File: src/rtl/grb_pkg.sv
// Shared constants, register codes and types of the Gaussian row blur.
// Used by the interfaces, the register block, the multiply-accumulate unit
// and the top level. Depends on nothing.
package grb_pkg;

	// Defaults for the top-level parameters
	localparam int MAX_HALF_WIDTH_DEF = 6;
	localparam int SAMPLE_BITS_DEF    = 16;

	// Fixed widths of the register file and the result
	localparam int NUM_COEFS     = 7;
	localparam int COEF_BITS     = 16;
	localparam int COEF_IDX_BITS = 3;
	localparam int HW_REG_BITS   = 3;
	localparam int OUT_BITS      = 16;
	localparam int FRAC_BITS     = 14;
	localparam int ADDR_BITS     = 5;
	localparam int DATA_BITS     = 32;

	// Register indexes (byte address is four times the index)
	typedef enum logic [2:0] {
		REG_HALF_WIDTH  = 3'd0,
		REG_COEF_CENTER = 3'd1,
		REG_COEF_DIST1  = 3'd2,
		REG_COEF_DIST2  = 3'd3,
		REG_COEF_DIST3  = 3'd4,
		REG_COEF_DIST4  = 3'd5,
		REG_COEF_DIST5  = 3'd6,
		REG_COEF_DIST6  = 3'd7
	} reg_idx_t;

	// Coefficient bank, entry 0 is the centre tap
	typedef logic [NUM_COEFS-1:0][COEF_BITS-1:0] coef_arr_t;

	// Control from the sequencer to the multiply-accumulate unit
	typedef struct packed {
		logic start;
		logic issue;
	} grb_mac_ctl_t;

endpackage

File: src/rtl/grb_ifs.sv
// Valid/ready stream interfaces of the Gaussian row blur: the sample
// stream going in and the blurred stream coming out.
// Depends on grb_pkg for the default sample width and the result width.
interface grb_sample_if #(
	parameter int SAMPLE_BITS = grb_pkg::SAMPLE_BITS_DEF
);
	logic                          valid;
	logic                          ready;
	logic signed [SAMPLE_BITS-1:0] sample;
	logic                          row_end;

	modport source (output valid, output sample, output row_end, input ready);
	modport sink (input valid, input sample, input row_end, output ready);
endinterface

interface grb_blur_if;
	logic                                valid;
	logic                                ready;
	logic signed [grb_pkg::OUT_BITS-1:0] blurred;
	logic                                row_done;

	modport source (output valid, output blurred, output row_done, input ready);
	modport sink (input valid, input blurred, input row_done, output ready);
endinterface

File: src/rtl/grb_apb_regs.sv
// APB register block: kernel half width and the seven unsigned Q2.14 tap weights.
// Depends on grb_pkg for register codes and the coefficient bank type.
module grb_apb_regs (
	input  logic                                clk,
	input  logic                                arst_n,
	input  logic                                psel,
	input  logic                                penable,
	input  logic                                pwrite,
	input  logic [grb_pkg::ADDR_BITS-1:0]       paddr,
	input  logic [grb_pkg::DATA_BITS-1:0]       pwdata,
	output logic [grb_pkg::DATA_BITS-1:0]       prdata,
	output logic                                pready,
	output logic [grb_pkg::HW_REG_BITS-1:0]     half_width,
	output grb_pkg::coef_arr_t                  coefs
);
	import grb_pkg::*;

	reg_idx_t                   reg_idx;
	logic                       wr_en;
	logic [HW_REG_BITS-1:0]     half_width_q;
	coef_arr_t                  coefs_q;
	logic [COEF_IDX_BITS-1:0]   coef_sel;

	// Address decode; the access phase completes at once
	assign reg_idx  = reg_idx_t'(paddr[ADDR_BITS-1:2]);
	assign coef_sel = COEF_IDX_BITS'(reg_idx - REG_COEF_CENTER);
	assign wr_en    = psel && penable && pwrite;
	assign pready   = 1'b1;

	// Register writes; the centre tap resets to unity, the others to zero
	always_ff @(posedge clk or negedge arst_n) begin
		if (!arst_n) begin
			half_width_q <= '0;
			coefs_q      <= {{((NUM_COEFS - 1) * COEF_BITS){1'b0}},
			                 COEF_BITS'(1 << FRAC_BITS)};
		end else if (wr_en) begin
			case (reg_idx)
				REG_HALF_WIDTH: half_width_q <= pwdata[HW_REG_BITS-1:0];
				default:        coefs_q[coef_sel] <= pwdata[COEF_BITS-1:0];
			endcase
		end
	end

	// Read back
	always_comb begin
		case (reg_idx)
			REG_HALF_WIDTH: prdata = DATA_BITS'(half_width_q);
			default:        prdata = DATA_BITS'(coefs_q[coef_sel]);
		endcase
	end

	assign half_width = half_width_q;
	assign coefs      = coefs_q;

endmodule

File: src/rtl/grb_mac.sv
// Shared multiply-accumulate unit with rounding and saturation to 16 bits.
// One tap product per cycle, registered before the accumulator.
// Depends on grb_pkg for the control struct and fixed-point constants.
module grb_mac #(
	parameter int SAMPLE_BITS = grb_pkg::SAMPLE_BITS_DEF
) (
	input  logic                                clk,
	input  logic                                arst_n,
	input  grb_pkg::grb_mac_ctl_t               ctl,
	input  logic signed [SAMPLE_BITS-1:0]       sample,
	input  logic [grb_pkg::COEF_BITS-1:0]       coef,
	output logic signed [grb_pkg::OUT_BITS-1:0] result
);
	import grb_pkg::*;

	localparam int PROD_BITS = SAMPLE_BITS + COEF_BITS + 1;
	localparam int ACC_BITS  = SAMPLE_BITS + 24;
	localparam int Q_BITS    = ACC_BITS - FRAC_BITS;
	localparam logic signed [Q_BITS-1:0] SAT_MAX = Q_BITS'(32767);
	localparam logic signed [Q_BITS-1:0] SAT_MIN = -Q_BITS'(32768);

	logic signed [PROD_BITS-1:0] prod;
	logic signed [PROD_BITS-1:0] prod_s1;
	logic                        vld_s1;
	logic signed [ACC_BITS-1:0]  acc_q;
	logic signed [ACC_BITS-1:0]  rounded;
	logic signed [Q_BITS-1:0]    quot;

	// Signed sample times unsigned weight
	assign prod = PROD_BITS'(sample) * $signed({1'b0, coef});

	// Product stage and accumulator
	always_ff @(posedge clk or negedge arst_n) begin
		if (!arst_n) begin
			vld_s1  <= 1'b0;
			prod_s1 <= '0;
			acc_q   <= '0;
		end else if (ctl.start) begin
			vld_s1 <= 1'b0;
			acc_q  <= '0;
		end else begin
			vld_s1  <= ctl.issue;
			prod_s1 <= prod;
			if (vld_s1) begin
				acc_q <= acc_q + ACC_BITS'(prod_s1);
			end
		end
	end

	// Round half up, floor by the fraction width, then clamp
	always_comb begin
		rounded = acc_q + ACC_BITS'(1 << (FRAC_BITS - 1));
		quot    = rounded[ACC_BITS-1:FRAC_BITS];
		if (quot > SAT_MAX) begin
			result = OUT_BITS'(32767);
		end else if (quot < SAT_MIN) begin
			result = OUT_BITS'(-32768);
		end else begin
			result = quot[OUT_BITS-1:0];
		end
	end

endmodule

File: src/rtl/gaussian_row_blur_top.sv
// Top level of the Gaussian row blur: history line, tap sequencer and output
// register around one shared multiply-accumulate unit.
// Depends on grb_pkg, grb_ifs, grb_apb_regs and grb_mac.
//
// Channel    Role    Handshake          Payload
// samples    sink    valid/ready        sample, row_end
// filtered   source  valid/ready        blurred, row_done
// APB        slave   psel/penable       half_width, coef_center, coef_dist1..6
//
// Each output passes its taps one by one through the shared multiplier, then
// a drain step empties the product stage and a rounding step loads the output
// register; taps past the end of a row are skipped. A sample that yields no
// output leaves the sequencer idle for the next sample. A row end yields up to
// h+1 outputs back to back. Reset is asynchronous and clears the history, the
// counters and the weights to the unit kernel. A stall on the output holds the
// sequencer in its rounding step; samples are taken only while the sequencer
// is idle.
module gaussian_row_blur_top #(
	parameter int MAX_HALF_WIDTH = grb_pkg::MAX_HALF_WIDTH_DEF,
	parameter int SAMPLE_BITS    = grb_pkg::SAMPLE_BITS_DEF
) (
	input  logic                          clk,
	input  logic                          arst_n,
	input  logic                          psel,
	input  logic                          penable,
	input  logic                          pwrite,
	input  logic [grb_pkg::ADDR_BITS-1:0] paddr,
	input  logic [grb_pkg::DATA_BITS-1:0] pwdata,
	output logic [grb_pkg::DATA_BITS-1:0] prdata,
	output logic                          pready,
	grb_sample_if.sink                    samples,
	grb_blur_if.source                    filtered
);
	import grb_pkg::*;

	localparam int TAPS     = 2 * MAX_HALF_WIDTH + 1;
	localparam int TAP_BITS = $clog2(TAPS);
	localparam int HW_BITS  = $clog2(MAX_HALF_WIDTH + 1);
	localparam logic [HW_REG_BITS-1:0] MAX_HW = HW_REG_BITS'(MAX_HALF_WIDTH);

	typedef enum logic [1:0] {
		ST_IDLE,
		ST_MAC,
		ST_DRAIN,
		ST_ROUND
	} state_t;

	state_t                        state_q;
	logic [HW_REG_BITS-1:0]        half_width;
	coef_arr_t                     coefs;
	logic signed [SAMPLE_BITS-1:0] hist_q [TAPS];
	logic [HW_BITS-1:0]            primed_q;
	logic [HW_BITS-1:0]            h_q;
	logic [HW_BITS-1:0]            c_q;
	logic [TAP_BITS-1:0]           idx_q;
	logic                          last_q;
	logic                          out_valid_q;
	logic signed [OUT_BITS-1:0]    blurred_q;
	logic                          row_done_q;

	logic [HW_BITS-1:0]            h_eff;
	logic                          p_ge_h;
	logic                          in_xfer;
	logic                          emit;
	logic [HW_BITS-1:0]            c_start;
	logic [HW_BITS-1:0]            c_next;
	logic [TAP_BITS-1:0]           c_ext;
	logic [TAP_BITS-1:0]           lo;
	logic [TAP_BITS-1:0]           tap_off;
	logic                          out_free;
	logic                          out_load;
	logic                          more;
	logic                          row_clear;
	grb_mac_ctl_t                  mac_ctl;
	logic [COEF_BITS-1:0]          coef_sel;
	logic signed [OUT_BITS-1:0]    mac_result;

	grb_apb_regs u_regs (
		.clk        (clk),
		.arst_n     (arst_n),
		.psel       (psel),
		.penable    (penable),
		.pwrite     (pwrite),
		.paddr      (paddr),
		.pwdata     (pwdata),
		.prdata     (prdata),
		.pready     (pready),
		.half_width (half_width),
		.coefs      (coefs)
	);

	// Sequencer decisions
	always_comb begin
		h_eff     = (half_width > MAX_HW) ? HW_BITS'(MAX_HW) : HW_BITS'(half_width);
		p_ge_h    = primed_q >= h_eff;
		in_xfer   = samples.valid && samples.ready;
		emit      = samples.row_end || p_ge_h;
		c_start   = p_ge_h ? h_eff : primed_q;
		c_next    = c_q - HW_BITS'(1);
		c_ext     = TAP_BITS'(c_q);
		lo        = (c_q >= h_q) ? TAP_BITS'(c_q - h_q) : '0;
		tap_off   = (c_ext >= idx_q) ? c_ext - idx_q : idx_q - c_ext;
		coef_sel  = coefs[COEF_IDX_BITS'(tap_off)];
		out_free  = !out_valid_q || filtered.ready;
		out_load  = (state_q == ST_ROUND) && out_free;
		more      = last_q && (c_q != '0);
		row_clear = out_load && last_q && !more;
		mac_ctl.start = ((state_q == ST_IDLE) && in_xfer && emit)
		             || (out_load && more);
		mac_ctl.issue = state_q == ST_MAC;
	end

	assign samples.ready     = state_q == ST_IDLE;
	assign filtered.valid    = out_valid_q;
	assign filtered.blurred  = blurred_q;
	assign filtered.row_done = row_done_q;

	grb_mac #(
		.SAMPLE_BITS (SAMPLE_BITS)
	) u_mac (
		.clk    (clk),
		.arst_n (arst_n),
		.ctl    (mac_ctl),
		.sample (hist_q[idx_q]),
		.coef   (coef_sel),
		.result (mac_result)
	);

	// History line, newest sample at the front; cleared after a row ends
	always_ff @(posedge clk or negedge arst_n) begin
		if (!arst_n) begin
			for (int i = 0; i < TAPS; i++) begin
				hist_q[i] <= '0;
			end
		end else if (row_clear) begin
			for (int i = 0; i < TAPS; i++) begin
				hist_q[i] <= '0;
			end
		end else if (in_xfer) begin
			hist_q[0] <= samples.sample;
			for (int i = 1; i < TAPS; i++) begin
				hist_q[i] <= hist_q[i-1];
			end
		end
	end

	// State machine and output register
	always_ff @(posedge clk or negedge arst_n) begin
		if (!arst_n) begin
			state_q     <= ST_IDLE;
			primed_q    <= '0;
			h_q         <= '0;
			c_q         <= '0;
			idx_q       <= '0;
			last_q      <= 1'b0;
			out_valid_q <= 1'b0;
			blurred_q   <= '0;
			row_done_q  <= 1'b0;
		end else begin
			// The output register fills from the rounding step and empties on a transfer
			if (out_load) begin
				out_valid_q <= 1'b1;
			end else if (filtered.ready) begin
				out_valid_q <= 1'b0;
			end
			case (state_q)
				ST_IDLE: begin
					if (in_xfer) begin
						h_q    <= h_eff;
						c_q    <= c_start;
						idx_q  <= TAP_BITS'(c_start) + TAP_BITS'(h_eff);
						last_q <= samples.row_end;
						if (samples.row_end) begin
							primed_q <= '0;
						end else if (!p_ge_h) begin
							primed_q <= primed_q + HW_BITS'(1);
						end
						if (emit) begin
							state_q <= ST_MAC;
						end
					end
				end
				ST_MAC: begin
					if (idx_q == lo) begin
						state_q <= ST_DRAIN;
					end else begin
						idx_q <= idx_q - TAP_BITS'(1);
					end
				end
				ST_DRAIN: begin
					state_q <= ST_ROUND;
				end
				ST_ROUND: begin
					if (out_free) begin
						blurred_q   <= mac_result;
						row_done_q  <= last_q && !more;
						if (more) begin
							c_q     <= c_next;
							idx_q   <= TAP_BITS'(c_next) + TAP_BITS'(h_q);
							state_q <= ST_MAC;
						end else begin
							state_q <= ST_IDLE;
						end
					end
				end
				default: state_q <= ST_IDLE;
			endcase
		end
	end

	// The fill count never passes the largest half width
	a_primed_bound: assert property (@(posedge clk) disable iff (!arst_n)
		primed_q <= HW_BITS'(MAX_HALF_WIDTH))
		else $error("primed count above the largest half width");

	// A tap index never reaches past the kernel around its centre
	a_idx_bound: assert property (@(posedge clk) disable iff (!arst_n)
		(state_q == ST_MAC) |-> (idx_q <= c_ext + TAP_BITS'(h_q)) && (idx_q >= lo))
		else $error("tap index outside the kernel window");

	// The last output of a row leaves the history empty for the next row
	a_row_cleared: assert property (@(posedge clk) disable iff (!arst_n)
		row_clear |=> (state_q == ST_IDLE) && (primed_q == '0) && (hist_q[0] == '0))
		else $error("history not cleared after the end of a row");

	// A sample that is due an output starts the tap sequence at once
	a_emit_starts: assert property (@(posedge clk) disable iff (!arst_n)
		(in_xfer && emit) |=> (state_q == ST_MAC))
		else $error("due output did not start the tap sequence");

endmodule
File: src/flat_wrapper.sv
// flat-port wrapper written by rule: the top's interface ports become plain ports
module gaussian_row_blur_top_flat import grb_pkg::*;
#(
	parameter int MAX_HALF_WIDTH = grb_pkg::MAX_HALF_WIDTH_DEF,
	parameter int SAMPLE_BITS    = grb_pkg::SAMPLE_BITS_DEF
)
  (clk, arst_n, psel, penable, pwrite, paddr, pwdata, prdata, pready, samples_valid, samples_sample, samples_row_end, samples_ready, filtered_valid, filtered_blurred, filtered_row_done, filtered_ready);
  grb_sample_if #(.SAMPLE_BITS(SAMPLE_BITS)) samples_i ();
  grb_blur_if filtered_i ();
  input  logic clk;
  input  logic arst_n;
  input  logic psel;
  input  logic penable;
  input  logic pwrite;
  input  logic [grb_pkg::ADDR_BITS-1:0] paddr;
  input  logic [grb_pkg::DATA_BITS-1:0] pwdata;
  output logic [grb_pkg::DATA_BITS-1:0] prdata;
  output logic pready;
  input wire logic [$bits(samples_i.valid)-1:0] samples_valid;
  input wire logic [$bits(samples_i.sample)-1:0] samples_sample;
  input wire logic [$bits(samples_i.row_end)-1:0] samples_row_end;
  output wire logic [$bits(samples_i.ready)-1:0] samples_ready;
  output wire logic [$bits(filtered_i.valid)-1:0] filtered_valid;
  output wire logic [$bits(filtered_i.blurred)-1:0] filtered_blurred;
  output wire logic [$bits(filtered_i.row_done)-1:0] filtered_row_done;
  input wire logic [$bits(filtered_i.ready)-1:0] filtered_ready;
  assign samples_i.valid = samples_valid;
  assign samples_i.sample = samples_sample;
  assign samples_i.row_end = samples_row_end;
  assign samples_ready = samples_i.ready;
  assign filtered_valid = filtered_i.valid;
  assign filtered_blurred = filtered_i.blurred;
  assign filtered_row_done = filtered_i.row_done;
  assign filtered_i.ready = filtered_ready;
  gaussian_row_blur_top #(.MAX_HALF_WIDTH(MAX_HALF_WIDTH), .SAMPLE_BITS(SAMPLE_BITS)) u_core (.clk(clk), .arst_n(arst_n), .psel(psel), .penable(penable), .pwrite(pwrite), .paddr(paddr), .pwdata(pwdata), .prdata(prdata), .pready(pready), .samples(samples_i), .filtered(filtered_i));
endmodule
File: config.mk
export PLATFORM = sky130hd
export DESIGN_NAME = gaussian_row_blur_top_flat
export DESIGN_NICKNAME = d
export VERILOG_FILES = /design/src/rtl/grb_pkg.sv /design/src/rtl/grb_ifs.sv /design/src/rtl/grb_apb_regs.sv /design/src/rtl/grb_mac.sv /design/src/rtl/gaussian_row_blur_top.sv /design/src/flat_wrapper.sv
export SDC_FILE = /design/constraint.sdc
export NUM_CORES = 2
export LEC_CHECK = 0
export ABC_AREA = 1
export BUFFER_PORTS_ARGS = -buffer_cell sky130_fd_sc_hd__clkbuf_2
export CORE_MARGIN = 1
export CORE_UTILIZATION = 61
export DETAILED_ROUTE_END_ITERATION = 8
export PLACE_DENSITY_LB_ADDON = 0.12
export SYNTH_ARGS = -nofsm -noshare
export SYNTH_HDL_FRONTEND = slang
export SYNTH_SLANG_ARGS = --single-unit
File: constraint.sdc
create_clock -name clk -period 8.57 [get_ports clk]
set_input_delay 0.857 -clock clk [delete_from_list [all_inputs] [get_ports clk]]
set_output_delay 0.857 -clock clk [all_outputs]
set_load 0.1 [all_outputs]
Word-level counts from Yosys, hierarchy flattened
Index checks and enable logic that the tools add are counted.
Word-level totals
  bits in registers: 431
  latch bits: 0
  RAM bits: 0
  ROM bits: 0
  input bits: 61
  output and inout port bits: 52
  word-level logic and storage cells: 142
  memories: 0
Operators by class
  $add $sub $neg: 11
  multipliers: 1
  div/mod/pow operators: 0
  order comparisons: 10
  eq/ne operators: 11
  shifts and indexed selects: 0
  muxes and demuxes: 41
  bitwise logic cells: 2
  reduce and logical (&&, ||, !) cells: 33
Operators by type and width (count)
  $mux 208: 2
  $mux 16: 8
  $bwmux 112: 1
  $bmux 16 s3: 2
  $mux 40: 2
  $bmux 16 s4: 1
  $demux 16 s3: 1
  $add 40x15->40 const B: 1
  $add 40x33->40: 1
  $mul 16x17->33: 1
  $gt 26x16->1 const B: 1
  $lt 26x16->1 const B: 1
  $mux 3: 8
  $mux 4: 5
  $logic_and 1x1->1: 12
  $pmux 4 s3: 1
  $add 3x3->4: 2
  $lt 3x4->1 const B: 2
  $mux 2: 4
  $ne 2x2->1 const B: 4
  $pmux 2 s4: 1
  $reduce_and 2->1: 4
  $reduce_and 4->1: 2
  $reduce_bool 2->1: 4
  25 further kinds: 38

Longest topological paths before layout
  depth in word-level cells: 7
  mapped depth: 43
  mapped depth without buffers: 41

Cells and area by module
Synthesis repeated with hierarchy kept, for this count alone.
Second synthesis, totals
  cells, all modules: 4850
  area total of the unflattened synthesis: 35215.0 um^2
Modules (own cells, without submodules)
  grb_mac: instances 1, cells an instance 2221, area each 15504.9 um^2, sequential area each 1851.8 um^2
  gaussian_row_blur_top: instances 1, cells an instance 1807, area each 13609.3 um^2, sequential area each 6055.8 um^2
  grb_apb_regs: instances 1, cells an instance 822, area each 6100.9 um^2, sequential area each 2879.0 um^2

Worst setup path after synthesis
No wires, ideal clock.
  kind: register -> register
  from: reg u_core.idx_q[1]
  to: reg u_core.u_mac.prod_s1[32]
  setup time: 0.123 ns
  data arrival time: 7.244 ns
  data required time: 8.447 ns
  path slack: 1.203 ns
  stages on the path, launching flop included: 40
  buffers on the path: 5
  clock period less this slack: 7.367 ns
  path through: dfrtp_1 buf_2 inv_1 buf_2 buf_2 fa_1 inv_1 nand2_1 nand2_1 nand2_1 nand2_1 nand2_1 nand2_1 inv_2 buf_4 buf_6 o211ai_1 nand2_1 [4 not listed] fa_1 inv_1 fa_1 inv_1 fa_1 fa_1 inv_1 fa_1 inv_1 ha_1 nand2_1 nor2_1 nand2_1 o21ai_0 nand3_1 and3_1 o21ai_0 nand2_1
Between the ends
  longest elaborated chain between the ends: 5
  elaborated cells on any way between the ends: 11
  classes of those cells: add/sub: 2; mul: 1; order compare: 1; mux: 6; bitwise: 1
Ends and longest elaborated chain
  start, declared: line gaussian_row_blur_top.sv:55  | logic [TAP_BITS-1:0] idx_q;
  start signal, assigned: line gaussian_row_blur_top.sv:171  | idx_q <= TAP_BITS'(c_start) + TAP_BITS'(h_eff);
  start signal, assigned: line gaussian_row_blur_top.sv:187  | idx_q <= idx_q - TAP_BITS'(1);
  start signal, assigned: line gaussian_row_blur_top.sv:199  | idx_q <= TAP_BITS'(c_next) + TAP_BITS'(h_q);
  $ge 3x4->1, or another cell as far along: line gaussian_row_blur_top.sv:102  | tap_off = (c_ext >= idx_q) ? c_ext - idx_q : idx_q - c_ext;
  $mux 3 / $bmux 16 s4 (equally long branches): line gaussian_row_blur_top.sv:102, gaussian_row_blur_top.sv:124
  $bmux 16 s3 / $mux 16 (equally long branches): line gaussian_row_blur_top.sv:103, gaussian_row_blur_top.sv:124
  $mux 16 (on tied branches): line gaussian_row_blur_top.sv:103, gaussian_row_blur_top.sv:124
  $mul 16x17->33 (*): line grb_mac.sv:30  | assign prod = PROD_BITS'(sample) * $signed({1'b0, coef});
  end signal, assigned: line grb_mac.sv:43  | prod_s1 <= prod;
  end, declared: line grb_mac.sv:23  | logic signed [PROD_BITS-1:0] prod_s1;
Every way passes the cells marked *; elsewhere a longest branch is shown, timed or not. The select of a mux whose other input is x is not followed.
A chain may end at the register's enable or synchronous reset.

Worst setup path in the final report
  from: reg u_core.c_q[0]
  to: reg u_core.u_mac.prod_s1[31]
Between the ends
  longest elaborated chain between the ends: 5
  elaborated cells on any way between the ends: 11
  classes of those cells: add/sub: 2; mul: 1; order compare: 1; mux: 3; reduce/logical: 4
Ends and longest elaborated chain
  start, declared: line gaussian_row_blur_top.sv:54  | logic [HW_BITS-1:0] c_q;
  start signal, assigned: line gaussian_row_blur_top.sv:170  | c_q <= c_start;
  start signal, assigned: line gaussian_row_blur_top.sv:198  | c_q <= c_next;
  $ge 3x4->1 / $sub 3x3->3 (equally long branches): line gaussian_row_blur_top.sv:102
  $mux 3: line gaussian_row_blur_top.sv:102
  $bmux 16 s3: line gaussian_row_blur_top.sv:103  | coef_sel = coefs[COEF_IDX_BITS'(tap_off)];
  $mux 16 (not written as such): line gaussian_row_blur_top.sv:103
  $mul 16x17->33: line grb_mac.sv:30
Parallel ways exist; a longest one is shown, timed or not. The select of a mux whose other input is x is not followed.

==> flow_metrics.tcl <==
set metrics [dict create \
    cts.path.max_buffers 3 \
    synth_flop_cell "dfrtp_1" \
    dp.final_hpwl_um 65950 \
    clk_latency_ns 0.60 \
    dieWidth_um 236.0 \
    worstSetupStartpointType "register" \
    drtIter0Drc 2660 \
    grt_pass1_vias 28130 \
    synth_area_um2 33400 \
    path_delay_family "adder cells" \
    path_buf_inv 8 \
    drive_gt1_share_pct 7.592 \
    max_slew_margin_pct 18.58 \
    yosysMostFrequentCell "nand2_1" \
    core_region_area_um2 53920 \
    synth_edf_count 0 \
    cts.sinks 431 \
    ys_ff_latch 431 \
    whs_ns 0.2165 \
    fin_setup_tns_ns 0 \
    status "finished, final reports clean" \
    vias 29790 \
    drt_wl_total_um 93710 \
    fp.dieH_um 236.0 \
    rsz0062_at_grt "false" \
    first_pass_iters 6 \
    synth_top_area_cell "dfrtp_1" \
    overflow 0 \
    syn_area_per_cell_um2 7.620 \
    nNetsFinal 4841 \
    yosys.area.top_type_share_pct 32.22 \
    cts_tree "yes" \
    routedWlPerCell_um 18.30 \
    grt_pass1_wl_um 151000 \
    synth_common_cells "869 x nand2_1, 615 x inv_1, 479 x o21ai_0" \
    clkTransAtPathRegs_ns 0.06 \
    dpl-instance-area_um2 34540 \
    ys_top_cells_by_area "dfrtp_1 32%, fa_1 12%, nand2_1 9.8%, o21ai_0 7.2%, ha_1 7.0%" \
    synth_cell_type_count 58 \
    worstPathMaxFanout 20 \
    endpoint_kind "register" \
    root_buffer "clkbuf_16" \
    ios 113 \
    crit_slowest_cell "fa_1" \
    die-area_um2 55690 \
    max_freq_mhz 124.3 \
    setup_violations 0 \
    drc 0 \
    ant_nets 0 \
    critPathKind "register to register" \
    cp_common_cell "nand2_1" \
    final.min_clock_period_ns 8.044 \
    period_share_pct 93.86 \
    synth_cells 4383 \
    final_cell_area_um2 36130 \
    fillers 4810 \
    grt_max_degree 255 \
    hold_viol_final 0 \
    fin_ws_ns 0.5260 \
    cts_buffers 47 \
    cp.required_ns 9.00 \
    hold_buffers 0 \
    grt_antenna_before_repair 0 \
    cp_slowest_stage_delay_ns 0.56 \
    row_count 85 \
    vias_per_cell 5.816 \
    htreeDepth 2 \
    grt_util_all_layers_pct 33.99 \
    portBuffers 77 \
    cap_violations 0 \
    hold_class "primary input to asynchronous set/reset pin" \
    finClkSkew_ns 0.04694 \
    start_util_pct 61.94 \
    yosysSeqAreaShare_pct 32.30 \
    async_reset_ff_share_pct 100.0 \
    drv_slew 0 \
    pre_cts_ws_ns 0.5330 \
    yosys_warnings 0 \
    area_growth_pct 8.166 \
    antennaDiodeCount 0 \
    worst_pin_slew_ns 1.218 \
    worstPathArrival_ns 8.47 \
    gp_congestion 0.9994 \
]
worst paths after layout:
| kind | start | end | slack, ns | cells after the start |
|---|---|---|---|---|
| setup / recovery | u_core.c_q[0] | u_core.u_mac.prod_s1[31] | 0.53 | 34 |
| hold / removal | arst_n | u_core.filtered.blurred[10] | 0.22 | 1 |
| setup reg to reg | u_core.c_q[0] | u_core.u_mac.prod_s1[31] | 0.53 | 34 |
| hold reg to reg | u_core.u_regs.coefs[52] | u_core.u_regs.coefs[52] | 0.48 | 2 |
| max in group asynchronous | arst_n | u_core.u_mac.acc_q[26] | 6.93 | 2 |
| min in group clk | u_core.u_regs.coefs[52] | u_core.u_regs.coefs[52] | 0.48 | 2 |
cell usage in the layout (no fill, tap or decap), types with 10 or more instances in the layout:
cell	count
fa_1	201
nor2_1	356
inv_1	613
or2_2	11
ha_1	187
a21oi_1	217
nand4_1	10
o22ai_1	15
o211ai_1	30
clkbuf_2	76
a21oi_2	10
a22o_1	16
clkbuf_16	48
a211oi_1	18
clkbuf_8	12
xor2_1	30
nor2_2	10
inv_2	23
o21ai_1	13
o311ai_0	22
nor3_1	20
conb_1	17
nand2_1	867
o21ai_0	479
dfrtp_1	428
a31oi_1	28
nand2_2	23
a221oi_1	11
buf_4	79
nand3_1	420
xnor2_1	22
metrics by stage:
stage | instances | utilization (%)
floorplan | 4398 | -
global placement | 5038 | 64.06
detailed placement | 5038 | 64.06
CTS | 5121 | 66.98
global route | 5122 | 67.00
finish | 5122 | 67.00
final cells by class:
cell class | instances | area, µm² | area share (%)
repair buffers | 164 | 1149 | 3.179
multi-input cells | 3107 | 19330 | 53.51
clock inverters | 16 | 180.2 | 0.4987
flip-flops and latches | 431 | 10790 | 29.87
clock buffers | 67 | 1393 | 3.855
well taps | 696 | 870.8 | 2.410
inverters | 641 | 2411 | 6.674
registers in the layout, summed over array words and instances, names as in the netlist:
name and count:
u_core.u_mac.acc_q 40, u_core.filtered.valid 1, u_core.h_q 3, u_core.hist_q 208, u_core.u_mac.prod_s1 33, u_core.filtered.blurred 16, u_core.filtered.row_done 1, u_core.last_q 1
u_core.idx_q 4, u_core.primed_q 3, u_core.u_regs.half_width 3, u_core.state_q 2, u_core.c_q 3, u_core.u_mac.vld_s1 1, u_core.u_regs.coefs 112
per-layer routing:
layer | wire (µm) | GRT usage (%) | vias up
met5 | 0 | 0 | -
met1 | 40810 | 48.15 | 14370
met2 | 43360 | 54.20 | 1037
met3 | 7183 | 5.617 | 161
li1 | - | - | 14220
met4 | 2361 | 9.131 | 0
repair_timing:
item                                    4_1_cts  5_1_grt
endpoints found under the setup margin        0        5
resized for setup                             0        1
setup buffers                                 0        1
kinds of logic (layout without fill, tap and decap cells):
group / count (synthesis) / count (layout) / share of synthesized area (%)
buf+inv: 860 / 888 / 10.16
fa+ha+maj: 388 / 388 / 19.05
other cells: 2 / 17 / 0.02249
simple gates: 1740 / 1740 / 21.86
flops: 431 / 431 / 32.30
compound gates: 910 / 910 / 15.25
xor+xnor: 52 / 52 / 1.364
worst reg2reg max path, delay by kind of cell, from the launching register on:
family / cells / cell delay (ns)
and+or+nand+nor: 9 / 1.02
AOI/OAI and AO/OA: 7 / 1.18
buffers and inverters: 8 / 1.09
adders and majority gates: 9 / 4.04
DFF: 1 / 0.38
xor gates and xnor gates: 1 / 0.17
Power is not shown: default switching activity piles up to over one toggle a cycle in this logic, so the estimate is an artifact.
